`config.mk`:
```
export PLATFORM = sky130hd
export DESIGN_NAME = pulse_width_frame_receiver_core
export DESIGN_NICKNAME = d
export VERILOG_FILES = /design/src/sv/pwfr_pkg.sv /design/src/sv/pwfr_cmp.sv /design/src/sv/pulse_width_frame_receiver_core.sv
export VERILOG_INCLUDE_DIRS = /design/src /design/src/sv
export SDC_FILE = /design/constraint.sdc
export NUM_CORES = 1
export LEC_CHECK = 0
export BUFFER_PORTS_ARGS = -buffer_cell sky130_fd_sc_hd__buf_2
export CORE_MARGIN = 4
export CORE_UTILIZATION = 60
export DETAILED_ROUTE_END_ITERATION = 8
export GPL_ROUTABILITY_DRIVEN = 0
export HOLD_SLACK_MARGIN = 0.08
export PLACE_DENSITY = 0.89
export SETUP_SLACK_MARGIN = 0.15
export SLEW_MARGIN = 20
export SYNTH_ARGS = -nofsm -noshare
export SYNTH_HDL_FRONTEND = slang
export SYNTH_SLANG_ARGS = --single-unit
```
`constraint.sdc`:
```
create_clock -name clk -period 13.44 [get_ports clk]
set_input_delay 1.344 -clock clk [delete_from_list [all_inputs] [get_ports clk]]
set_output_delay 1.344 -clock clk [all_outputs]
set_load 0.05 [all_outputs]
```
`src/sv/pulse_width_frame_receiver_core_macros.svh`:
```
// ----------------------------------------------------------------------------
// Pulse-width frame receiver assertion macros
// Shared helpers for the concurrent checks of the receiver core.
// ----------------------------------------------------------------------------
`ifndef PULSE_WIDTH_FRAME_RECEIVER_CORE_MACROS_SVH
`define PULSE_WIDTH_FRAME_RECEIVER_CORE_MACROS_SVH

// Same-cycle implication, sampled on clk and disabled while rst_n is low.
`define PWFR_ASSERT_NOW(label, ante, cons, msg) \
    label: assert property (@(posedge clk) disable iff (!rst_n) (ante) |-> (cons)) \
        else $error(msg);

// Next-cycle implication, sampled on clk and disabled while rst_n is low.
`define PWFR_ASSERT_NEXT(label, ante, cons, msg) \
    label: assert property (@(posedge clk) disable iff (!rst_n) (ante) |=> (cons)) \
        else $error(msg);

`endif

```
`src/sv/pwfr_pkg.sv`:
```
// ----------------------------------------------------------------------------
// Pulse-width frame receiver package
// Sizes, register indexes, event and mode codes shared by the receiver.
// ----------------------------------------------------------------------------
package pwfr_pkg;

    // Frame store capacity in bytes (1 to 64).
    localparam int MAX_BYTES   = 16;
    localparam int BIT_CAP_INT = MAX_BYTES * 8;
    localparam int BIT_W       = $clog2(BIT_CAP_INT + 1);
    localparam int IDX_W       = (MAX_BYTES > 1) ? $clog2(MAX_BYTES) : 1;
    localparam int BYTE_CNT_W  = BIT_W - 2;
    localparam logic [BIT_W-1:0] BIT_CAP = BIT_W'(BIT_CAP_INT);

    // Port widths fixed by the interface.
    localparam int WIDTH_W     = 16;
    localparam int KIND_W      = 3;
    localparam int HELD_W      = 10;
    localparam int INDEX_W     = 6;
    localparam int MODE_W      = 2;
    localparam int TALLY_W     = 32;

    // Configuration registers.
    localparam int NUM_REGS    = 7;
    localparam int REG_IDX_W   = 3;
    localparam logic [REG_IDX_W-1:0] REG_SYNC_MIN  = 3'd0;
    localparam logic [REG_IDX_W-1:0] REG_SYNC_MAX  = 3'd1;
    localparam logic [REG_IDX_W-1:0] REG_ZERO_MIN  = 3'd2;
    localparam logic [REG_IDX_W-1:0] REG_ZERO_MAX  = 3'd3;
    localparam logic [REG_IDX_W-1:0] REG_ONE_MIN   = 3'd4;
    localparam logic [REG_IDX_W-1:0] REG_ONE_LIMIT = 3'd5;
    localparam logic [REG_IDX_W-1:0] REG_STOP_MIN  = 3'd6;

    localparam logic [WIDTH_W-1:0] CFG_RESET [NUM_REGS] = '{
        16'd800, 16'd1200, 16'd40, 16'd80, 16'd100, 16'd160, 16'd300
    };

    // Event codes.
    localparam logic [KIND_W-1:0] EV_IGNORED = 3'd0;
    localparam logic [KIND_W-1:0] EV_SYNC    = 3'd1;
    localparam logic [KIND_W-1:0] EV_BIT     = 3'd2;
    localparam logic [KIND_W-1:0] EV_BYTE    = 3'd3;
    localparam logic [KIND_W-1:0] EV_ERROR   = 3'd4;
    localparam logic [KIND_W-1:0] EV_RESET   = 3'd5;

    // Receiver modes.
    localparam logic [MODE_W-1:0] MODE_IDLE      = 2'd0;
    localparam logic [MODE_W-1:0] MODE_SYNCED    = 2'd1;
    localparam logic [MODE_W-1:0] MODE_RECEIVING = 2'd2;

    // Flags of the shared comparator.
    typedef struct packed {
        logic lt;
        logic eq;
    } cmp_res_t;

endpackage

```
`src/sv/pwfr_cmp.sv`:
```
// ----------------------------------------------------------------------------
// Pulse-width frame receiver comparator
// Shared magnitude comparator: one subtraction yields less-than and equal.
// ----------------------------------------------------------------------------
module pwfr_cmp
    import pwfr_pkg::*;
(
    input  logic [WIDTH_W-1:0] lhs,
    input  logic [WIDTH_W-1:0] rhs,
    output cmp_res_t           res
);

    logic [WIDTH_W:0] diff;

    // The borrow out of the subtraction marks lhs below rhs.
    assign diff   = {1'b0, lhs} - {1'b0, rhs};
    assign res.lt = diff[WIDTH_W];
    assign res.eq = (diff[WIDTH_W-1:0] == '0);

endmodule

```
`src/sv/pulse_width_frame_receiver_core.sv`:
```
// A pulse passes through the seven threshold compares, done one per cycle on one shared
// comparator, then the decide state and the report or emit state; a reset command skips
// the compares. A new request is accepted only in idle; a stop pulse with stored bytes emits
// one byte per cycle while the result channel does not stall, in place of its single report.
// Reset (rst_n, asynchronous, active low) clears the frame, counters and mode at once,
// and loads the registers with their default windows; no clearing pass is needed.
// ----------------------------------------------------------------------------
// Pulse-width frame receiver core
// Classifies low-pulse widths against configured windows, collects frame
// bits LSB first and emits the stored bytes when a stop pulse arrives.
// ----------------------------------------------------------------------------
module pulse_width_frame_receiver_core
    import pwfr_pkg::*;
(
    input  logic                 clk,
    input  logic                 rst_n,
    // Configuration write port
    input  logic                 cfg_wr_en,
    input  logic [REG_IDX_W-1:0] cfg_index,
    input  logic [WIDTH_W-1:0]   cfg_data,
    // Request channel
    input  logic                 in_valid,
    output logic                 in_stall,
    input  logic                 func,
    input  logic [WIDTH_W-1:0]   pulse_width_us,
    // Result channel
    output logic                 out_valid,
    input  logic                 out_stall,
    output logic [KIND_W-1:0]    event_kind,
    output logic [7:0]           data_byte,
    output logic [INDEX_W-1:0]   byte_index,
    output logic                 last,
    output logic [HELD_W-1:0]    bits_held,
    output logic [MODE_W-1:0]    receiver_state,
    output logic [TALLY_W-1:0]   frames_done,
    output logic [TALLY_W-1:0]   errors_seen
);

`include "pulse_width_frame_receiver_core_macros.svh"

    typedef enum logic [4:0] {
        S_IDLE   = 5'b00001,
        S_CMP    = 5'b00010,
        S_DECIDE = 5'b00100,
        S_REPORT = 5'b01000,
        S_EMIT   = 5'b10000
    } state_t;

    state_t                 state_reg, state_next;
    logic [WIDTH_W-1:0]     cfg_reg [NUM_REGS];
    logic [MODE_W-1:0]      mode_reg;
    logic [7:0]             frame_store_reg [MAX_BYTES];
    logic [BIT_W-1:0]       bit_total_reg;
    logic [TALLY_W-1:0]     frame_tally_reg;
    logic [TALLY_W-1:0]     error_tally_reg;
    logic                   func_reg;
    logic [WIDTH_W-1:0]     width_reg;
    logic [REG_IDX_W-1:0]   step_reg;
    logic [NUM_REGS-1:0]    hit_reg;
    logic [KIND_W-1:0]      kind_reg;
    logic [IDX_W-1:0]       idx_reg;
    logic [IDX_W-1:0]       last_idx_reg;
    logic                   out_valid_reg;
    logic [KIND_W-1:0]      out_kind_reg;
    logic [7:0]             out_data_reg;
    logic [INDEX_W-1:0]     out_index_reg;
    logic                   out_last_reg;
    logic [HELD_W-1:0]      out_held_reg;
    logic [MODE_W-1:0]      out_mode_reg;
    logic [TALLY_W-1:0]     out_frames_reg;
    logic [TALLY_W-1:0]     out_errors_reg;

    cmp_res_t               cmp_res;
    logic                   hit_now;
    logic                   in_accept;
    logic                   out_free;
    logic                   out_load;
    logic                   is_sync;
    logic                   is_zero;
    logic                   is_one;
    logic                   is_stop;
    logic                   store_full;
    logic                   dec_emit;
    logic [BYTE_CNT_W-1:0]  bytes_used;

    // Handshake terms.
    assign in_stall  = (state_reg != S_IDLE);
    assign in_accept = in_valid && !in_stall;
    assign out_free  = !out_valid_reg || !out_stall;
    assign out_load  = out_free && ((state_reg == S_REPORT) || (state_reg == S_EMIT));

    // Shared comparator: the held width against the threshold of this step.
    pwfr_cmp u_cmp (
        .lhs (width_reg),
        .rhs (cfg_reg[step_reg]),
        .res (cmp_res)
    );

    // Each step tests the width against one bound of its window.
    always_comb
    begin
        case (step_reg)
            REG_SYNC_MIN, REG_ZERO_MIN, REG_ONE_MIN, REG_STOP_MIN:
                hit_now = !cmp_res.lt;
            REG_SYNC_MAX, REG_ZERO_MAX:
                hit_now = cmp_res.lt || cmp_res.eq;
            REG_ONE_LIMIT:
                hit_now = cmp_res.lt;
            default:
                hit_now = 1'b0;
        endcase
    end

    // Window classification from the collected compare flags.
    assign is_sync    = hit_reg[REG_SYNC_MIN] && hit_reg[REG_SYNC_MAX];
    assign is_zero    = hit_reg[REG_ZERO_MIN] && hit_reg[REG_ZERO_MAX];
    assign is_one     = hit_reg[REG_ONE_MIN] && hit_reg[REG_ONE_LIMIT];
    assign is_stop    = hit_reg[REG_STOP_MIN];
    assign store_full = (bit_total_reg == BIT_CAP);
    assign bytes_used = BYTE_CNT_W'(bit_total_reg[BIT_W-1:3])
                      + BYTE_CNT_W'(|bit_total_reg[2:0]);
    assign dec_emit   = !func_reg && !is_sync && (mode_reg != MODE_IDLE)
                      && !(is_zero || is_one) && is_stop && (bytes_used != '0);

    // Sequencer.
    always_comb
    begin
        state_next = state_reg;
        case (state_reg)
            S_IDLE:
            begin
                if (in_accept)
                begin
                    state_next = func ? S_DECIDE : S_CMP;
                end
            end
            S_CMP:
            begin
                if (step_reg == REG_STOP_MIN)
                begin
                    state_next = S_DECIDE;
                end
            end
            S_DECIDE:
            begin
                state_next = dec_emit ? S_EMIT : S_REPORT;
            end
            S_REPORT:
            begin
                if (out_free)
                begin
                    state_next = S_IDLE;
                end
            end
            S_EMIT:
            begin
                if (out_free && (idx_reg == last_idx_reg))
                begin
                    state_next = S_IDLE;
                end
            end
            default:
            begin
                state_next = S_IDLE;
            end
        endcase
    end

    // Configuration registers.
    always_ff @(posedge clk or negedge rst_n)
    begin
        if (!rst_n)
        begin
            for (int i = 0; i < NUM_REGS; i++)
            begin
                cfg_reg[i] <= CFG_RESET[i];
            end
        end
        else if (cfg_wr_en && (cfg_index < REG_IDX_W'(NUM_REGS)))
        begin
            cfg_reg[cfg_index] <= cfg_data;
        end
    end

    // Control state, frame store and counters.
    always_ff @(posedge clk or negedge rst_n)
    begin
        if (!rst_n)
        begin
            state_reg       <= S_IDLE;
            mode_reg        <= MODE_IDLE;
            bit_total_reg   <= '0;
            frame_tally_reg <= '0;
            error_tally_reg <= '0;
            step_reg        <= '0;
            hit_reg         <= '0;
            idx_reg         <= '0;
            out_valid_reg   <= 1'b0;
            for (int i = 0; i < MAX_BYTES; i++)
            begin
                frame_store_reg[i] <= '0;
            end
        end
        else
        begin
            state_reg <= state_next;

            // The result register fills when free and empties once taken.
            out_valid_reg <= out_load || (out_valid_reg && out_stall);

            case (state_reg)
                S_IDLE:
                begin
                    step_reg <= '0;
                    hit_reg  <= '0;
                end
                S_CMP:
                begin
                    hit_reg[step_reg] <= hit_now;
                    step_reg          <= step_reg + 1'b1;
                end
                S_DECIDE:
                begin
                    idx_reg <= '0;
                    if (func_reg || is_sync)
                    begin
                        bit_total_reg <= '0;
                        mode_reg      <= func_reg ? MODE_IDLE : MODE_SYNCED;
                        for (int i = 0; i < MAX_BYTES; i++)
                        begin
                            frame_store_reg[i] <= '0;
                        end
                    end
                    else if (mode_reg == MODE_IDLE)
                    begin
                        mode_reg <= MODE_IDLE;
                    end
                    else if (is_zero || is_one)
                    begin
                        mode_reg <= MODE_RECEIVING;
                        if (!store_full)
                        begin
                            frame_store_reg[bit_total_reg[IDX_W+2:3]][bit_total_reg[2:0]]
                                <= !is_zero;
                            bit_total_reg <= bit_total_reg + 1'b1;
                        end
                    end
                    else if (is_stop)
                    begin
                        frame_tally_reg <= frame_tally_reg + 1'b1;
                        mode_reg        <= MODE_IDLE;
                    end
                    else
                    begin
                        error_tally_reg <= error_tally_reg + 1'b1;
                        bit_total_reg   <= '0;
                        mode_reg        <= MODE_IDLE;
                        for (int i = 0; i < MAX_BYTES; i++)
                        begin
                            frame_store_reg[i] <= '0;
                        end
                    end
                end
                S_EMIT:
                begin
                    if (out_free)
                    begin
                        idx_reg <= idx_reg + 1'b1;
                    end
                end
                default:
                begin
                end
            endcase
        end
    end

    // Request capture and decision payload.
    always_ff @(posedge clk)
    begin
        if (in_accept)
        begin
            func_reg  <= func;
            width_reg <= pulse_width_us;
        end
        if (state_reg == S_DECIDE)
        begin
            last_idx_reg <= IDX_W'(bytes_used - 1'b1);
            if (func_reg)
            begin
                kind_reg <= EV_RESET;
            end
            else if (is_sync)
            begin
                kind_reg <= EV_SYNC;
            end
            else if (mode_reg == MODE_IDLE)
            begin
                kind_reg <= EV_IGNORED;
            end
            else if (is_zero || is_one)
            begin
                kind_reg <= store_full ? EV_IGNORED : EV_BIT;
            end
            else if (is_stop)
            begin
                kind_reg <= EV_BYTE;
            end
            else
            begin
                kind_reg <= EV_ERROR;
            end
        end
    end

    // Result register: single reports, or one stored byte per cycle while the channel does not stall.
    always_ff @(posedge clk)
    begin
        if (out_load)
        begin
            out_held_reg   <= HELD_W'(bit_total_reg);
            out_mode_reg   <= mode_reg;
            out_frames_reg <= frame_tally_reg;
            out_errors_reg <= error_tally_reg;
            if (state_reg == S_EMIT)
            begin
                out_kind_reg  <= EV_BYTE;
                out_data_reg  <= frame_store_reg[idx_reg];
                out_index_reg <= INDEX_W'(idx_reg);
                out_last_reg  <= (idx_reg == last_idx_reg);
            end
            else
            begin
                out_kind_reg  <= kind_reg;
                out_data_reg  <= '0;
                out_index_reg <= '0;
                out_last_reg  <= 1'b1;
            end
        end
    end

    assign out_valid      = out_valid_reg;
    assign event_kind     = out_kind_reg;
    assign data_byte      = out_data_reg;
    assign byte_index     = out_index_reg;
    assign last           = out_last_reg;
    assign bits_held      = out_held_reg;
    assign receiver_state = out_mode_reg;
    assign frames_done    = out_frames_reg;
    assign errors_seen    = out_errors_reg;

    // Checks on the sequencer and frame store.
    `PWFR_ASSERT_NEXT(a_accept_busy, in_accept,
        (state_reg == S_CMP) || (state_reg == S_DECIDE),
        "accepted request did not start the sequencer")
    `PWFR_ASSERT_NOW(a_bits_cap, 1'b1, bit_total_reg <= BIT_CAP,
        "frame bit count beyond store capacity")
    `PWFR_ASSERT_NOW(a_emit_range, state_reg == S_EMIT, idx_reg <= last_idx_reg,
        "byte emission ran past the last stored byte")
    `PWFR_ASSERT_NEXT(a_emit_end,
        (state_reg == S_EMIT) && out_free && (idx_reg == last_idx_reg),
        (state_reg == S_IDLE) && out_valid_reg && out_last_reg,
        "final frame byte not marked last")

endmodule

```
==> key figures, run 1 <==
Routing
  • Antenna Nets Post-Route: 0
  • WL per Instance: 22.90 um
  • Detailed-route vias per instance: 6.687
  • Vias: 15,210
  • Total Wirelength: 52,070 um
  • DR iter-0 viols: 1,780
  • Pre-antenna DRT Iters: 6
  • DRC Markers: 0

Power
  • Pint: 2.592 mW
  • Comb power frac: 0.207
  • Switch Pwr: 1.053 mW
  • Lkg Pwr: 9.941 nW
  • Peak supply drop: 0.0001029 V
  • Part of the power in registers: 0.432
  • Clock power frac: 0.362
  • Total power: 3.645 mW
  • Switching share of power: 0.2890
  • Cell area power density: 154.5 nW/um2

Logic synthesis
  • Dominant synthesized flop cell: dfrtp_1
  • Post-synthesis cell count: 1,688
  • Share of synthesized registers carrying an async set or reset: 0.7455
  • Sequential element share of the synthesized area: 0.5636
  • Synth unique cells: 76
  • Yosys reg bits: 448
  • Syn avg cell area: 12.41 um2
  • Syn Std Cell Area: 20,950 um2
  • Yosys warns: 0
  • Post-synth EDFFs: 114

CTS
  • H-tree levels: 2
  • CTS tree: yes
  • CTS root buffer: clkbuf_16
  • Buffer depth of the longest clock path: 3
  • Hold buffer count at cts: 0
  • CTS resizes: 0
  • Clock sinks: 448
  • Clock slew at reported path FFs: 0.06 ns
  • Worst-Skew Late Latency: 0.58 ns
  • # Post-CTS Setup Buffers: 0
  • CTS Buf Count: 45

Global route
  • Global-route wire length before repair: 83,460 um
  • Initial antenna violation count: 3
  • Overflow after GRT: 0
  • Vias in the first global route: 15,350
  • Total track usage: 0.2706
  • Pin count of the biggest net entering global routing: 117

Critical path
  • Most common cell on crit path: a21oi_1
  • Critical path capture point type: flop
  • CP peak stage delay: 0.98 ns
  • Crit path cell chain: buf_4, inv_1, nor2_1, a21oi_1, o21ai_0, ha_1, fa_1, nor2b_1, o31ai_2, a21oi_1, or4_1, a2111oi_0, nand4_1, o211ai_1
  • CP top delay family: simple AND/OR/NAND/NOR gates
  • Crit Path Max Fanout: 27
  • Reg2reg path depth: 14
  • Worst Setup Start Kind: flop
  • CP bufs+invs: 2
  • WP data arrival: 5.81 ns
  • Reg2reg end: hit_reg[4]$_DFFE_PN0P_
  • Slowest CP cell: nor2_1
  • Reg2reg setup slack: 8.10 ns
  • Crit path required time: 13.91 ns
  • CP Class: flop to flop
  • Reg-to-Reg Start: step_reg[0]$_DFFE_PN0P_

Placement
  • DP HPWL: 32,580 um
  • I/O Buffers: 132

Die
  • Die area: 37,970 um2
  • # rows: 68
  • Die H: 194.9 um
  • Starting Density: 0.6080
  • Boundary Pins: 137
  • Horiz. Die Dim: 194.9 um
  • Placeable Area: 34,460 um2

STA
  • Fmax: 0.1873 GHz
  • Post-route setup TNS: 0 ns
  • Fin crit period: 5.339 ns
  • RSZ-0062 raised after global routing: no
  • Final hold viol count: 0
  • # setup viols final: 0
  • Normalized max-slew margin: 0.2575
  • Count of final max-slew check failures: 0
  • Final period util: 0.3972
  • Worst slew pin tran: 1.110 ns
  • Clock Skews: 0.02285 ns

Worst hold path
  • Hold Crit Class: flop to flop
  • Hold Path Stages: 0
  • Worst hold start: frame_tally_reg[17]$_DFFE_PN0P_
  • Min-Delay Endpoint: frames_done[17]$_DFFE_PP_

Finish
  • Most common cell after layout, fill and taps aside: dfrtp_1
  • Max FFs per register: 128
  • Most frequent cells in the layout: 312 x dfrtp_1, 131 x buf_2, 128 x mux2_2, 116 x nand2_1, 114 x edfxtp_1
  • Filler cells: 2,220
  • Final net count: 1,853
  • Synth-to-layout area growth: 12.64%
  • Share of cells above drive strength 1: 0.2563

Run
  • Max-cap violations: 0

Outcome
  • Status: complete, no violations
kinds of logic (layout without fill, tap and decap cells):
group | after synthesis | count (layout) | share of synthesized area
multiplexers | 190 | 190 | 0.1319
other | 1 | 5 | 0.0001790
buffers and inverters | 142 | 269 | 0.02747
AND/OR/NAND/NOR | 388 | 388 | 0.09478
adder cells (fa/ha/maj) | 31 | 31 | 0.01887
flip-flops | 448 | 448 | 0.5636
AO/OA/AOI/OAI | 407 | 407 | 0.1290
XOR/XNOR | 81 | 81 | 0.03422
metal layers:
metal,up-vias,GRT usage,share of wire
met1,7519,0.3580,0.38
li1,6526,-,-
met5,-,0,0.00079
met2,943,0.4321,0.48
met3,213,0.06778,0.096
met4,6,0.1156,0.043
through the flow:
step | hold slack (ns) | util | worst slack [ns] | instance area, um2 | instances
6_report | 0.4464 | 0.6848 | 8.101 | 23600 | 2274
5_1_grt | 0.4610 | 0.6847 | 7.828 | 23600 | 2273
4_1_cts | 0.4493 | 0.6820 | 8.223 | 23500 | 2268
3_5_place_dp | 0.4372 | 0.6366 | 8.242 | 21940 | 2184
3_3_place_gp | 0.4335 | 0.6365 | 8.479 | 21930 | 2184
2_1_floorplan | 0.4231 | - | 7.157 | 20960 | 1691
power by group through the flow:
stage	Clock, mW	Sequential (mW)	Combinational (mW)
2_1_floorplan	0	1.59	0.546
3_3_place_gp	0	1.59	0.701
3_5_place_dp	0	1.60	0.731
4_1_cts	1.33	1.57	0.737
5_1_grt	1.39	1.58	0.821
6_report	1.32	1.57	0.754
worst register-to-register path, stage by stage (launching register included):
cell and delay, ns:
dfrtp_1 0.33, buf_4 0.43, inv_1 0.50, nor2_1 0.98, a21oi_1 0.17, o21ai_0 0.21
ha_1 0.23, fa_1 0.22, nor2b_1 0.10, o31ai_2 0.33, a21oi_1 0.15, or4_1 0.51
a2111oi_0 0.45, nand4_1 0.37, o211ai_1 0.29
cell usage after synthesis, types with 21 or more instances:
master | number | area, um2
nand2_1 | 117 | 439.2
ha_1 | 30 | 375.4
mux4_2 | 56 | 1261
clkbuf_1 | 87 | 326.6
edfxtp_1 | 114 | 3423
nor3_1 | 28 | 140.1
dfrtp_1 | 313 | 7833
xnor2_1 | 48 | 420.4
dfstp_2 | 21 | 551.8
o21ai_0 | 110 | 550.5
nand3_1 | 46 | 230.2
inv_1 | 30 | 112.6
o211ai_1 | 79 | 593.1
nand4_1 | 21 | 131.4
mux2_2 | 128 | 1441
nor2_1 | 70 | 262.8
xor2_1 | 32 | 280.3
o31ai_1 | 62 | 465.5
a21oi_1 | 70 | 350.3
area by class of cell:
type | instances | area [um2] | area share
repair buffers | 153 | 887.1 | 0.03759
flip-flops and latches | 448 | 11810 | 0.5004
clock inverters | 20 | 251.5 | 0.01066
well taps | 455 | 569.3 | 0.02413
diodes | 1 | 2.502 | 0.0001060
multi-input cells | 1101 | 8647 | 0.3664
clock buffers | 64 | 1311 | 0.05557
inverters | 32 | 120.1 | 0.005090
worst max path at each step:
stage | start | endpoint | cells after the start
6_report | step_reg[0]$_DFFE_PN0P_ | hit_reg[4]$_DFFE_PN0P_ | 14
5_1_grt | step_reg[0]$_DFFE_PN0P_ | hit_reg[4]$_DFFE_PN0P_ | 14
4_1_cts | step_reg[0]$_DFFE_PN0P_ | hit_reg[4]$_DFFE_PN0P_ | 13
3_5_place_dp | step_reg[0]$_DFFE_PN0P_ | hit_reg[4]$_DFFE_PN0P_ | 14
3_3_place_gp | step_reg[0]$_DFFE_PN0P_ | hit_reg[6]$_DFFE_PN0P_ | 14
2_1_floorplan | out_stall | bits_held[0]$_DFFE_PP_ | 1
(Power assumes the default switching activity.)
==> inputs of run 2 (changes only) <==
Settings changed: CORE_UTILIZATION 60 to 55, PLACE_DENSITY 0.89 to 0.86.
Clock period 13.44 ns to 4.3 ns, I/O delays scaled along.
==> run 2 against run 1 <==
  * Worst hold slack got worse by 0.30 ns
  * Largest power group unchanged
  * Cell count is 3.6% higher
  * Count of clock-buffer cells in the layout fell by 1
  * Largest cell class unchanged
  * Via count down 1.9%
  * Worst setup slack got worse by 7.6 ns
  * Final area increased by 0.84%
  * Global-route usage is 2.5 points lower
  * First-iteration DRC count rose by 0.28%
  * Sequential share of layout area shrank 0.41 points
  * Power grew to 3.1 times the previous value
  * Clock power grew to 2.9 times the previous value
==> key figures, run 2 (synthesis gave the netlist of run 1 again) <==
CTS
  • Buffer depth of the longest clock path: 3
  • CTS tree: yes
  • Clock slew at reported path FFs: 0.06 ns
  • CTS root buffer: clkbuf_16
  • Worst-Skew Late Latency: 0.58 ns
  • H-tree levels: 2
  • Clock sinks: 448
  • CTS Buf Count: 46

Critical path
  • Critical path capture point type: flop
  • Crit path required time: 4.78 ns
  • Crit path depth: 13
  • CP Class: flop to flop
  • Most common cell on crit path: buf_4
  • CP bufs+invs: 3
  • Crit path cell chain: buf_4, buf_4, mux4_2, o21ai_0, ha_1, a21oi_1, o21ai_0, nor3b_1, a21oi_1, a2111oi_0, nand4_1, buf_4, o211ai_1
  • Slowest CP cell: mux4_2
  • WP data arrival: 4.27 ns
  • CP peak stage delay: 0.50 ns
  • Reg2reg path depth: 13
  • CP top delay family: compound AO/OA/AOI/OAI gates
  • Crit Path Max Fanout: 8
  • Worst Setup Start Kind: flop

STA
  • # setup viols final: 0
  • Worst slew pin tran: 1.128 ns
  • RSZ-0062 raised after global routing: no
  • Final hold viol count: 0
  • Normalized max-slew margin: 0.2471
  • Count of final max-slew check failures: 0
  • Post-route setup TNS: 0 ns
  • Fmax: 0.2641 GHz
  • Fin crit period: 3.787 ns
  • Final period util: 0.8806
  • Clock Skews: 0.02200 ns

Finish
  • Most frequent cells in the layout: 310 x dfrtp_1, 131 x buf_2, 128 x mux2_2, 116 x nand2_1, 114 x edfxtp_1
  • FF+latch area: 11,810 um2
  • Final instance area: 23,800 um2
  • Most common cell after layout, fill and taps aside: dfrtp_1
  • Final net count: 1,881
  • Share of cells above drive strength 1: 0.2575
  • Max FFs per register: 128
  • Synth-to-layout area growth: 13.59%
  • Multi-input logic area: 8646 um2
  • Filler cells: 2,660

Die
  • # rows: 71
  • Boundary Pins: 137
  • Die area: 41,280 um2
  • Placeable Area: 37,580 um2
  • Die H: 203.2 um
  • Horiz. Die Dim: 203.2 um
  • Starting Density: 0.5575

Placement
  • DP HPWL: 33,230 um
  • I/O Buffers: 132
  • Post-DP Area: 22,150 um2

Global route
  • Global-route wire length before repair: 82,240 um
  • Vias in the first global route: 15,090
  • Initial antenna violation count: 5
  • Total track usage: 0.2460
  • Overflow after GRT: 0
  • Pin count of the biggest net entering global routing: 110

Power
  • Lkg Pwr: 10.02 nW
  • Peak supply drop: 0.0003489 V
  • Cell area power density: 470.1 nW/um2

Routing
  • Vias: 14,920
  • DR iter-0 viols: 1,785
  • Total Wirelength: 50,840 um
  • WL per Instance: 21.57 um
  • DRC Markers: 0
  • Antenna Nets Post-Route: 0
  • Pre-antenna DRT Iters: 5
  • Detailed-route vias per instance: 6.329

Worst hold path
  • Hold Path Stages: 3
  • Hold Crit Class: primary input to flop

Outcome
  • Status: complete, no violations

Run
  • Max-cap violations: 0
[run 2: cell types whose count changed in the layout (fill, tap and decap cells not counted), moves of 3 or more]
| cell | previous run | this run |
|---|---|---|
| dlygate4sd3_1 | 0 | 18 |
| buf_4 | 15 | 25 |
| bufinv_16 | 5 | 1 |
| clkinv_1 | 4 | 8 |
| clkinv_2 | 6 | 10 |
| clkinvlp_4 | 4 | 0 |
| buf_12 | 0 | 3 |
[run 2: tightest hold or removal path, cell delays in order]
cell	delay, ns
buf_2	0.11
inv_1	0.06
o31ai_1	0.07
[run 2: cell type report]
cell class	count	area share
tap	511	0.02687
antenna	1	0.0001052
clock inverter	21	0.006099
clock buffer	63	0.05494
inverter	32	0.005048
multi-input combinational	1101	0.3633
sequential	448	0.4963
timing repair buffer	180	0.04727
[run 2: path summary, 6_finish.rpt]
path,slack [ns],to,start
min reg2reg,0.46,frames_done[17]$_DFFE_PP_,frame_tally_reg[17]$_DFFE_PN0P_
min in group asynchronous,0.48,error_tally_reg[22]$_DFFE_PN0P_,rst_n
max,0.51,hit_reg[6]$_DFFE_PN0P_,step_reg[0]$_DFFE_PN0P_
max in group asynchronous,2.54,frame_store_reg[115]$_DFFE_PN0P_,rst_n
max reg2reg,0.51,hit_reg[6]$_DFFE_PN0P_,step_reg[0]$_DFFE_PN0P_
min,0.14,state_reg[1]$_DFFE_PN0P_,in_valid
[run 2: layer usage]
layer / share of wire / GRT usage
met5: 0.0011 / 0
met3: 0.084 / 0.05406
met1: 0.39 / 0.3253
met4: 0.041 / 0.1002
met2: 0.48 / 0.4009
[run 2: stage by stage]
| step | utilization | cells | hold slack, ns | total power [mW] | setup WS (ns) |
|---|---|---|---|---|---|
| 2_1_floorplan | - | 1691 | 0.1344 | 6.673 | 0.2179 |
| 3_3_place_gp | 0.5889 | 2252 | 0.4362 | 7.218 | 0.4730 |
| 3_5_place_dp | 0.5893 | 2253 | 0.4304 | 7.327 | 0.3260 |
| 4_1_cts | 0.6328 | 2355 | 0.1108 | 11.20 | 0.2667 |
| 5_1_grt | 0.6333 | 2357 | 0.1392 | 11.70 | 0.1558 |
| 6_report | 0.6333 | 2357 | 0.1423 | 11.19 | 0.5134 |
[run 2: power breakdown]
part / switching (mW) / internal, mW
clock: 1.67 / 2.20
sequential: 0.208 / 4.74
combinational: 1.41 / 0.964
total: 3.29 / 7.90
[run 2: repair_timing]
item / 4_1_cts / 5_1_grt
gates resized for setup: 0 / 3
setup buffers: 0 / 1
endpoints found under the hold margin: 117 / 0
setup endpoints to repair: 0 / 7
hold buffers: 18 / 0
